## src/rtl/core/cmi_pkg.sv

```systemverilog
`timescale 1ns / 1ps
// ----------------------------------------------------------------------------
// cmi_pkg
// Palette codes, palette ROM and shared widths for the colormap interpolator.
// ----------------------------------------------------------------------------
package cmi_pkg;

    localparam int PAL_W     = 3;
    localparam int SEG_W     = 4;
    localparam int ROW_DEPTH = 16;

    localparam logic [PAL_W-1:0] PAL_DIVERGING = 3'd0;
    localparam logic [PAL_W-1:0] PAL_YLORBR    = 3'd1;
    localparam logic [PAL_W-1:0] PAL_BLUES     = 3'd2;
    localparam logic [PAL_W-1:0] PAL_REDS      = 3'd3;
    localparam logic [PAL_W-1:0] PAL_GREENS    = 3'd4;
    localparam logic [PAL_W-1:0] PAL_COUNT     = 3'd5;

    localparam logic [SEG_W-1:0] DIV_LAST = 4'd10;
    localparam logic [SEG_W-1:0] SEQ_LAST = 4'd8;

    typedef struct packed {
        logic [7:0] r;
        logic [7:0] g;
        logic [7:0] b;
    } rgb_t;

    localparam logic [23:0] PAL_ROM [5][ROW_DEPTH] = '{
        '{24'h67001f, 24'hb2182b, 24'hd6604d, 24'hf4a582,
          24'hfddbc7, 24'hf7f7f7, 24'hd1e5f0, 24'h92c5de,
          24'h4393c3, 24'h2166ac, 24'h053061, 24'h000000,
          24'h000000, 24'h000000, 24'h000000, 24'h000000},
        '{24'hffffe5, 24'hfff7bc, 24'hfee391, 24'hfec44f,
          24'hfe9929, 24'hec7014, 24'hcc4c02, 24'h993404,
          24'h662506, 24'h000000, 24'h000000, 24'h000000,
          24'h000000, 24'h000000, 24'h000000, 24'h000000},
        '{24'hf7fbff, 24'hdeebf7, 24'hc6dbef, 24'h9ecae1,
          24'h6baed6, 24'h4292c6, 24'h2171b5, 24'h08519c,
          24'h08306b, 24'h000000, 24'h000000, 24'h000000,
          24'h000000, 24'h000000, 24'h000000, 24'h000000},
        '{24'hfff5f0, 24'hfee0d2, 24'hfcbba1, 24'hfc9272,
          24'hfb6a4a, 24'hef3b2c, 24'hcb181d, 24'ha50f15,
          24'h67000d, 24'h000000, 24'h000000, 24'h000000,
          24'h000000, 24'h000000, 24'h000000, 24'h000000},
        '{24'hf7fcf5, 24'he5f5e0, 24'hc7e9c0, 24'ha1d99b,
          24'h74c476, 24'h41ab5d, 24'h238b45, 24'h006d2c,
          24'h00441b, 24'h000000, 24'h000000, 24'h000000,
          24'h000000, 24'h000000, 24'h000000, 24'h000000}
    };

    function automatic rgb_t pal_color(input logic [PAL_W-1:0] pal,
                                       input logic [SEG_W-1:0] idx);
        rgb_t c;
        case (pal)
            PAL_YLORBR: c = rgb_t'(PAL_ROM[1][idx]);
            PAL_BLUES:  c = rgb_t'(PAL_ROM[2][idx]);
            PAL_REDS:   c = rgb_t'(PAL_ROM[3][idx]);
            PAL_GREENS: c = rgb_t'(PAL_ROM[4][idx]);
            default:    c = rgb_t'(PAL_ROM[0][idx]);
        endcase
        return c;
    endfunction

endpackage

```

## src/rtl/core/colormap_interpolator.sv

```systemverilog
`timescale 1ns / 1ps
// ----------------------------------------------------------------------------
// colormap_interpolator
// Maps a level in [0,1] to an RGB colour through one of five palettes with
// linear interpolation between palette entries.
//
//   channel   ports                        handshake
//   input     start, busy, level           taken when start && !busy
//   result    done, red, green, blue       one-cycle strobe on done
//   config    cfg_valid, cfg_ready, cfg_data  written when valid && ready
//
// one item per cycle; a result leaves once its item has passed through the queue
// register, the ROM read stage and the blend stage
// the back half drains the queue every cycle, so busy stays low in use
// reset clears the palette register to the diverging palette and empties the
// queue and pipeline
// ----------------------------------------------------------------------------
module colormap_interpolator
    import cmi_pkg::*;
#(
    parameter int FRAC_BITS = 16
)
(
    input  logic               clk,
    input  logic               rst_n,
    input  logic               start,
    output logic               busy,
    input  logic [FRAC_BITS:0] level,
    output logic               done,
    output logic [7:0]         red,
    output logic [7:0]         green,
    output logic [7:0]         blue,
    input  logic               cfg_valid,
    output logic               cfg_ready,
    input  logic [PAL_W-1:0]   cfg_data
);

    localparam int Q_WIDTH = PAL_W + SEG_W + FRAC_BITS;

    logic                 q_full;
    logic                 push;
    logic [PAL_W-1:0]     f_pal;
    logic [SEG_W-1:0]     f_seg;
    logic [FRAC_BITS-1:0] f_frac;
    logic                 pop;
    logic                 q_not_empty;
    logic [Q_WIDTH-1:0]   q_rdata;

    cmi_front #(
        .FRAC_BITS (FRAC_BITS)
    ) u_front (
        .clk       (clk),
        .rst_n     (rst_n),
        .start     (start),
        .busy      (busy),
        .level     (level),
        .cfg_valid (cfg_valid),
        .cfg_ready (cfg_ready),
        .cfg_data  (cfg_data),
        .q_full    (q_full),
        .push      (push),
        .pal       (f_pal),
        .seg       (f_seg),
        .frac      (f_frac)
    );

    cmi_queue #(
        .WIDTH (Q_WIDTH),
        .DEPTH (2)
    ) u_queue (
        .clk       (clk),
        .rst_n     (rst_n),
        .push      (push),
        .wdata     ({f_pal, f_seg, f_frac}),
        .full      (q_full),
        .pop       (pop),
        .not_empty (q_not_empty),
        .rdata     (q_rdata)
    );

    cmi_back #(
        .FRAC_BITS (FRAC_BITS)
    ) u_back (
        .clk      (clk),
        .rst_n    (rst_n),
        .in_valid (q_not_empty),
        .pop      (pop),
        .pal      (q_rdata[Q_WIDTH-1 -: PAL_W]),
        .seg      (q_rdata[FRAC_BITS +: SEG_W]),
        .frac     (q_rdata[FRAC_BITS-1:0]),
        .done     (done),
        .red      (red),
        .green    (green),
        .blue     (blue)
    );

endmodule

```

## src/rtl/core/cmi_front.sv

```systemverilog
`timescale 1ns / 1ps
// ----------------------------------------------------------------------------
// cmi_front
// Takes items, holds the palette register and splits level into segment and
// fraction, or picks an end entry.
// ----------------------------------------------------------------------------
module cmi_front
    import cmi_pkg::*;
#(
    parameter int FRAC_BITS = 16
)
(
    input  logic                 clk,
    input  logic                 rst_n,
    input  logic                 start,
    output logic                 busy,
    input  logic [FRAC_BITS:0]   level,
    input  logic                 cfg_valid,
    output logic                 cfg_ready,
    input  logic [PAL_W-1:0]     cfg_data,
    input  logic                 q_full,
    output logic                 push,
    output logic [PAL_W-1:0]     pal,
    output logic [SEG_W-1:0]     seg,
    output logic [FRAC_BITS-1:0] frac
);

    localparam int SCALED_W = FRAC_BITS + SEG_W;

    logic [PAL_W-1:0]    palette_select_reg;
    logic [PAL_W-1:0]    palette_select_next;
    logic                is_div;
    logic [SEG_W-1:0]    last_idx;
    logic [SCALED_W-1:0] lvl_ext;
    logic [SCALED_W-1:0] scaled;

    assign cfg_ready = 1'b1;
    assign busy      = q_full;
    assign push      = start && !q_full;

    always_comb
    begin
        palette_select_next = palette_select_reg;
        if (cfg_valid)
        begin
            palette_select_next = cfg_data;
        end
    end

    always_ff @(posedge clk or negedge rst_n)
    begin
        if (!rst_n)
        begin
            palette_select_reg <= PAL_DIVERGING;
        end
        else
        begin
            palette_select_reg <= palette_select_next;
        end
    end

    // codes past the last palette fall back to the diverging one
    always_comb
    begin
        pal      = (palette_select_reg < PAL_COUNT) ? palette_select_reg : PAL_DIVERGING;
        is_div   = (pal == PAL_DIVERGING);
        last_idx = is_div ? DIV_LAST : SEQ_LAST;
        lvl_ext  = SCALED_W'(level[FRAC_BITS-1:0]);
        scaled   = (lvl_ext << 3) + (is_div ? (lvl_ext << 1) : '0);
        if (level[FRAC_BITS])
        begin
            seg  = last_idx;
            frac = '0;
        end
        else
        begin
            seg  = scaled[SCALED_W-1:FRAC_BITS];
            frac = scaled[FRAC_BITS-1:0];
        end
    end

endmodule

```

## src/rtl/core/cmi_queue.sv

```systemverilog
`timescale 1ns / 1ps
// ----------------------------------------------------------------------------
// cmi_queue
// Short register queue between the front and back halves.
// ----------------------------------------------------------------------------
module cmi_queue
#(
    parameter int WIDTH = 8,
    parameter int DEPTH = 2
)
(
    input  logic             clk,
    input  logic             rst_n,
    input  logic             push,
    input  logic [WIDTH-1:0] wdata,
    output logic             full,
    input  logic             pop,
    output logic             not_empty,
    output logic [WIDTH-1:0] rdata
);

    localparam int PTR_W = (DEPTH > 1) ? $clog2(DEPTH) : 1;
    localparam int CNT_W = $clog2(DEPTH + 1);

    logic [WIDTH-1:0] mem [DEPTH];
    logic [PTR_W-1:0] wr_ptr_reg;
    logic [PTR_W-1:0] wr_ptr_next;
    logic [PTR_W-1:0] rd_ptr_reg;
    logic [PTR_W-1:0] rd_ptr_next;
    logic [CNT_W-1:0] count_reg;
    logic [CNT_W-1:0] count_next;
    logic             do_push;
    logic             do_pop;

    assign full      = (count_reg == CNT_W'(DEPTH));
    assign not_empty = (count_reg != '0);
    assign rdata     = mem[rd_ptr_reg];
    assign do_push   = push && !full;
    assign do_pop    = pop && not_empty;

    always_comb
    begin
        wr_ptr_next = wr_ptr_reg;
        rd_ptr_next = rd_ptr_reg;
        count_next  = count_reg;
        if (do_push)
        begin
            wr_ptr_next = (wr_ptr_reg == PTR_W'(DEPTH - 1)) ? '0 : wr_ptr_reg + 1'b1;
        end
        if (do_pop)
        begin
            rd_ptr_next = (rd_ptr_reg == PTR_W'(DEPTH - 1)) ? '0 : rd_ptr_reg + 1'b1;
        end
        if (do_push && !do_pop)
        begin
            count_next = count_reg + 1'b1;
        end
        else if (do_pop && !do_push)
        begin
            count_next = count_reg - 1'b1;
        end
    end

    always_ff @(posedge clk or negedge rst_n)
    begin
        if (!rst_n)
        begin
            wr_ptr_reg <= '0;
            rd_ptr_reg <= '0;
            count_reg  <= '0;
        end
        else
        begin
            wr_ptr_reg <= wr_ptr_next;
            rd_ptr_reg <= rd_ptr_next;
            count_reg  <= count_next;
        end
    end

    always_ff @(posedge clk)
    begin
        if (do_push)
        begin
            mem[wr_ptr_reg] <= wdata;
        end
    end

endmodule

```

## src/rtl/core/cmi_back.sv

```systemverilog
`timescale 1ns / 1ps
// ----------------------------------------------------------------------------
// cmi_back
// Reads the two end colours of a segment and blends them, one item a cycle.
// ----------------------------------------------------------------------------
module cmi_back
    import cmi_pkg::*;
#(
    parameter int FRAC_BITS = 16
)
(
    input  logic                 clk,
    input  logic                 rst_n,
    input  logic                 in_valid,
    output logic                 pop,
    input  logic [PAL_W-1:0]     pal,
    input  logic [SEG_W-1:0]     seg,
    input  logic [FRAC_BITS-1:0] frac,
    output logic                 done,
    output logic [7:0]           red,
    output logic [7:0]           green,
    output logic [7:0]           blue
);

    localparam int SUM_W = FRAC_BITS + 10;

    logic                 lut_valid_reg;
    rgb_t                 lo_reg;
    rgb_t                 hi_reg;
    logic [FRAC_BITS-1:0] frac_reg;
    logic                 done_reg;
    rgb_t                 color_reg;
    rgb_t                 color_next;

    function automatic logic [7:0] blend(input logic [7:0] a,
                                         input logic [7:0] b,
                                         input logic [FRAC_BITS-1:0] f);
        logic signed [8:0]       diff;
        logic signed [SUM_W-1:0] sum;
        diff = $signed({1'b0, b}) - $signed({1'b0, a});
        sum  = $signed(SUM_W'({a, FRAC_BITS'(0)}))
             + SUM_W'(diff) * SUM_W'($signed({1'b0, f}))
             + $signed(SUM_W'({1'b1, (FRAC_BITS - 1)'(0)}));
        return sum[FRAC_BITS+7:FRAC_BITS];
    endfunction

    assign pop = in_valid;

    always_ff @(posedge clk or negedge rst_n)
    begin
        if (!rst_n)
        begin
            lut_valid_reg <= 1'b0;
            done_reg      <= 1'b0;
        end
        else
        begin
            lut_valid_reg <= in_valid;
            done_reg      <= lut_valid_reg;
        end
    end

    // end entry of the palette pairs with a padding entry; its weight is zero
    always_ff @(posedge clk)
    begin
        lo_reg    <= pal_color(pal, seg);
        hi_reg    <= pal_color(pal, seg + 1'b1);
        frac_reg  <= frac;
        color_reg <= color_next;
    end

    always_comb
    begin
        color_next.r = blend(lo_reg.r, hi_reg.r, frac_reg);
        color_next.g = blend(lo_reg.g, hi_reg.g, frac_reg);
        color_next.b = blend(lo_reg.b, hi_reg.b, frac_reg);
    end

    assign done  = done_reg;
    assign red   = color_reg.r;
    assign green = color_reg.g;
    assign blue  = color_reg.b;

endmodule

```

## config.mk

```make
export PLATFORM = sky130hd
export DESIGN_NAME = colormap_interpolator
export DESIGN_NICKNAME = d
export VERILOG_FILES = /design/src/rtl/core/cmi_pkg.sv /design/src/rtl/core/colormap_interpolator.sv /design/src/rtl/core/cmi_front.sv /design/src/rtl/core/cmi_queue.sv /design/src/rtl/core/cmi_back.sv
export SDC_FILE = /design/constraint.sdc
export NUM_CORES = 1
export LEC_CHECK = 0
export ABC_AREA = 1
export BUFFER_PORTS_ARGS = -buffer_cell sky130_fd_sc_hd__buf_2
export CORE_ASPECT_RATIO = 1.1
export CORE_UTILIZATION = 50
export CTS_CLUSTER_SIZE = 25
export DETAILED_ROUTE_END_ITERATION = 6
export GPL_ROUTABILITY_DRIVEN = 0
export PLACE_DENSITY = 0.69
export SLEW_MARGIN = 20
export SYNTH_ARGS = -nofsm -noshare
export SYNTH_HDL_FRONTEND = slang
export SYNTH_SLANG_ARGS = --single-unit
export TNS_END_PERCENT = 100
```

## constraint.sdc

```tcl
create_clock -name clk -period 12.8 [get_ports clk]
set_clock_uncertainty 0.15 [all_clocks]
set_input_delay 1.28 -clock clk [delete_from_list [all_inputs] [get_ports clk]]
set_output_delay 1.28 -clock clk [all_outputs]
set_load 0.05 [all_outputs]
```

# ---- Yosys cells after proc, flatten, opt, wreduce, memory -nomap -nowiden
# Memories as Yosys holds them, arrays and structs flattened.
# Cells that the tools add are included.
dict set report op_classes {
  add_sub_neg 15
  multipliers 3
  div_mod_pow 0
  n_lt_le_gt_ge 3
  eq_ne 5
  shift 0
  muxes 33
  n_bitwise 2
  n_reduce_logical 10
}
# operator n
set ops {}
lappend ops {{2-to-1 mux 24 bit} 20}
lappend ops {{one-hot mux 24 bit (4 select lines)} 2}
lappend ops {{adder 24 x 17 -> 24 bit (second input constant)} 3}
lappend ops {{adder 24 bit} 3}
lappend ops {{multiplier 9 x 17 -> 24 bit} 3}
lappend ops {{subtractor 8 x 8 -> 9 bit} 3}
lappend ops {{adder 19 x 20 -> 20 bit} 1}
lappend ops {{2-to-1 mux 17 bit} 1}
lappend ops {{2-to-1 mux 16 bit} 1}
lappend ops {{greater-or-equal comparator 5 bit (second input constant)} 2}
lappend ops {{inverter 4 -> 5 bit} 2}
lappend ops {{== test 3 x 2 -> 1 bit (second input constant)} 2}
lappend ops {{2-to-1 mux 2 bit} 3}
lappend ops {{adder 4 x 1 -> 4 bit (second input constant)} 1}
lappend ops {{logical AND 1 bit} 4}
lappend ops {{2-to-1 mux 1 bit} 4}
lappend ops {{2-to-1 mux 4 bit} 1}
lappend ops {{nonzero test 2 bit} 2}
lappend ops {{== test 3 x 1 -> 1 bit (second input constant)} 1}
lappend ops {{== test 3 bit (second input constant)} 1}
lappend ops {{logical NOT 1 bit} 3}
lappend ops {{logical NOT 3 bit} 1}
lappend ops {{less-than comparator 3 bit (second input constant)} 1}
lappend ops {{2-to-1 mux 3 bit} 1}
lappend ops {{4 further kinds} 5}
dict set report word_totals {
  register_bits 97
  latch_bits 0
  ramBits 46
  mem_bits_ro 3840
  inputBits 24
  output_inout_bits 27
  elab_cells 98
  n_memories 11
}
# name words width read_ports rd_ports_with_merged_regs wr line_no
set memory_table {}
lappend memory_table {{(name not given)} 16 24 1 0 0 cmi_pkg.sv:55} ;# PAL_YLORBR: c = rgb_t'(PAL_ROM[1][idx]);
lappend memory_table {{(name not given)} 16 24 1 0 0 cmi_pkg.sv:56} ;# PAL_BLUES: c = rgb_t'(PAL_ROM[2][idx]);
lappend memory_table {{(name not given)} 16 24 1 0 0 cmi_pkg.sv:55}
lappend memory_table {{(name not given)} 16 24 1 0 0 cmi_pkg.sv:57} ;# PAL_REDS: c = rgb_t'(PAL_ROM[3][idx]);
lappend memory_table {{(name not given)} 16 24 1 0 0 cmi_pkg.sv:58} ;# PAL_GREENS: c = rgb_t'(PAL_ROM[4][idx]);
lappend memory_table {{(name not given)} 16 24 1 0 0 cmi_pkg.sv:58}
lappend memory_table {{+5 memories} -- -- -- -- -- --}

# ---- Logic depth before layout (Yosys ltp)
dict set report logic_depth {
  ltp_word 8
  mapped_depth 34
  depth_no_buf 33
}

# ---- Modules after synthesis
# Synthesis repeated with hierarchy kept, for this count alone.
dict set report unflattened {
  hier_cells 3052
  hier_area_um2 22606.7
}
# mod n_inst cells_per_inst area_each_um2 seq_area_each_um2
set by_module_without_submodules {}
lappend by_module_without_submodules {cmi_back 1 2657 19452.4 1811.7}
lappend by_module_without_submodules {cmi_queue 1 152 1930.6 1481.4}
lappend by_module_without_submodules {cmi_front 1 243 1223.7 75.1}

# ---- Worst setup path before layout
# OpenSTA, ideal clock, no wires.
dict set report synth_timing {
  path_kind {reg2reg}
  from {register u_back.hi_reg[16] (netlist name)}
  to {register u_back.color_reg, in the netlist u_back.red[6]}
  setup_time_ps 112
  arrival_ps 5504
  required_time_ps 12538
  path_slack_ps 7034
  path_stages_with_launch 31
  path_buffers 1
  synth_period_minus_slack_ps 5766
  cell_sequence {dfxtp_1 > inv_1 > ha_1 > fa_1 > inv_1 > nand2_1 > a21oi_1 > nor2_1 > o21bai_1 > xor2_1 > inv_1 > clkbuf_1 > nor2_1 > fa_1 > fa_1 > fa_1 > fa_1 > inv_1 > fa_1 > inv_1 > ha_1 > nand2_1 > nor2_1 > and2_1 > nand2_1 > nand2_1 > nand2_1 > nand2_1 > nand2_1 > nand3_1 > nand2_1}
}
# item line_no
set synth_rtl {}
lappend synth_rtl {{from (decl)} cmi_back.sv:29} ;# rgb_t hi_reg;
lappend synth_rtl {{from (signal assigned)} cmi_back.sv:67} ;# hi_reg <= pal_color(pal, seg + 1'b1);
lappend synth_rtl {{to (signal assigned)} cmi_back.sv:69} ;# color_reg <= color_next;
lappend synth_rtl {{to (decl)} cmi_back.sv:32} ;# rgb_t color_reg;

==> results.json <==
{
  "timing.slew.headroom": 0.262,
  "clock_latency_ns": 0.44,
  "status": "complete, but fails checks",
  "totalWireLength_um": 57900,
  "synth_xor_area_frac": 0.0170,
  "io_pins": 51,
  "drv_slew": 0,
  "grt_antenna_before_repair": 2,
  "largest_reg_flops": 44,
  "syn-num-nets": 3442,
  "violations": "design-rule violations",
  "synth_compound_area_frac": 0.0720,
  "setup_viol_count_final": 0,
  "ys_async_sr_fraction": 0.0643,
  "hpwl_um": 46000,
  "final_hold_viol_count": 0,
  "netlist_area_um2": 21600,
  "hp-class": "reg -> reg",
  "cts_tree": "yes",
  "final_nets": 3428,
  "ant_nets": 0,
  "synth_top_family_by_area": "adder cells",
  "drcViolationCount": 8,
  "drive_above_1_share": 0.0482,
  "cts_buffers": 17,
  "crit_type": "reg -> reg",
  "grt_pass1_wl_um": 93800,
  "synth_edf_count": 44,
  "rows": 79,
  "vias_per_cell": 5.44,
  "post_cts_buffers": 0,
  "fmax_ghz": 0.158,
  "die_w_um": 200,
  "cp_data_arrival_time_ns": 6.53,
  "synthCells": 2925,
  "root_buffer": "clkbuf_16",
  "track_usage": 0.269,
  "startpoint_type": "flip-flop",
  "rsz0062_at_grt": "no",
  "worstMarginPinSlew_ns": 1.11,
  "io_buffers": 49,
  "dr.pass1.iters": 7,
  "ys_types": 54,
  "ys_seq_elements": 140,
  "cts_max_path_buffers": 2,
  "synthSimpleGateAreaFrac": 0.244,
  "fin_crit_sh": 0.496,
  "wl_per_cell_um": 16.6,
  "post_cts_resized": 0,
  "hold_buffers": 0,
  "cp_max_fo": 11,
  "synth_fa_ha_area_frac": 0.390,
  "hold_ws_ns": 0.200,
  "tns_ns": 0,
  "die_height_um": 220,
  "cts.sink_count": 140,
  "htreeDepth": 4,
  "synthMuxAreaShare": 0.000521,
  "grt_pass1_vias": 18700,
  "yosysWarnings": 0,
  "initialDrtViolationCount": 2067,
  "core_area_um2": 42400,
  "fp.dieArea_um2": 44000,
  "yosysSeqAreaShare": 0.152,
  "grt_max_degree": 45,
  "cts.reportedPaths.clkPinSlew_ns": 0.06,
  "syn_area_per_cell_um2": 7.38,
  "required_ns": 12.99,
  "maxCapViolCount": 0,
  "fin_crit_ns": 6.35,
  "area_growth_pct": 5.47,
  "crit_path_end_kind": "flip-flop",
  "initial_core_util": 0.509,
  "mostFrequentLayoutCells": "nand2_1, inv_1, nor2_1",
  "gr-total-overflow": 0,
  "vias": 19000,
  "ys.flop_type": "dfxtp_1",
  "final_common_cell": "nand2_1"
}
## cell usage after synthesis (29+ instances only)
library cell / number / area, um^2
a21oi_1: 110 / 551
xor2_1: 29 / 254
nand4_1: 36 / 225
edfxtp_1: 44 / 1320
o21ai_0: 98 / 490
ha_1: 192 / 2400
dfxtp_1: 87 / 1740
fa_1: 301 / 6030
inv_1: 574 / 2150
clkbuf_1: 59 / 221
nand3_1: 130 / 651
nand2_1: 685 / 2570
nor2_1: 382 / 1430
## cells by family (layout without fill, tap and decap cells)
logic type	count (synthesis)	after routing
and+or+nand+nor	1290	1290
DFF	140	140
muxes	1	1
adders and majority gates	493	493
xor gates and xnor gates	42	42
buffers and inverters	683	682
AOI/OAI and AO/OA	275	275
other	1	3
## final cells by class
cell class / instances / area, um^2
fillers: 4021 / 19600
repair buffers: 63 / 350
multi-input cells: 2102 / 15700
inverters: 587 / 2200
diodes: 2 / 5.00
flip-flops and latches: 140 / 3290
clock inverters: 13 / 105
well taps: 567 / 709
clock buffers: 19 / 454
## metal layers
layer | vias up | wire, um | GRT usage
met5 | - | 0 | 0
li1 | 8917 | - | -
met1 | 9019 | 23300 | 0.334
met4 | 0 | 3210 | 0.150
met2 | 836 | 27200 | 0.449
met3 | 214 | 4170 | 0.0454
## through the flow
stage,cells,utilization,worst slack (ns),instance area (um^2)
2_1_floorplan,2925,-,7.03,21600
3_3_place_gp,3459,0.524,6.72,22200
3_5_place_dp,3459,0.524,6.59,22200
4_1_cts,3491,0.537,6.56,22800
5_1_grt,3491,0.537,6.17,22800
6_report,3493,0.537,6.45,22800
## critical path, stage by stage, from the launching register on
cell      delay (ns)
dfxtp_1         0.30
inv_1           0.05
ha_1            0.20
fa_1            0.41
o21ai_1         0.20
o21ai_0         0.17
o21bai_1        0.19
xor2_1          0.35
inv_1           0.29
nor2_1          0.24
fa_1            0.45
fa_1            0.51
fa_1            0.44
fa_1            0.50
inv_1           0.05
fa_1            0.47
inv_1           0.04
ha_1            0.33
nand2_1         0.10
inv_1           0.08
nand2_1         0.08
nor2_1          0.16
nand3_1         0.08
nor2_1          0.21
nor2_1          0.08
nand2_1         0.07
nand2_1         0.04
## path summary, 6_finish.rpt
check / cells after the start / to / startpoint / slack, ns
max: 26 / u_back.green[7]$_DFF_P_ / u_back.hi_reg[8]$_DFF_P_ / 6.45
min: 0 / u_back.done$_DFF_PN0_ / u_back.lut_valid_reg$_DFF_PN0_ / 0.20
max reg2reg: 26 / u_back.green[7]$_DFF_P_ / u_back.hi_reg[8]$_DFF_P_ / 6.45
min reg2reg: 0 / u_back.done$_DFF_PN0_ / u_back.lut_valid_reg$_DFF_PN0_ / 0.20
max in group asynchronous: 1 / u_back.done$_DFF_PN0_ / rst_n / 11.80
min in group asynchronous: 1 / u_queue.wr_ptr_reg$_DFFE_PN0P_ / rst_n / 0.52
Power is left out: the tool's default activity adds up to more than one toggle a clock period on the data nets, which glitch-free logic cannot reach.
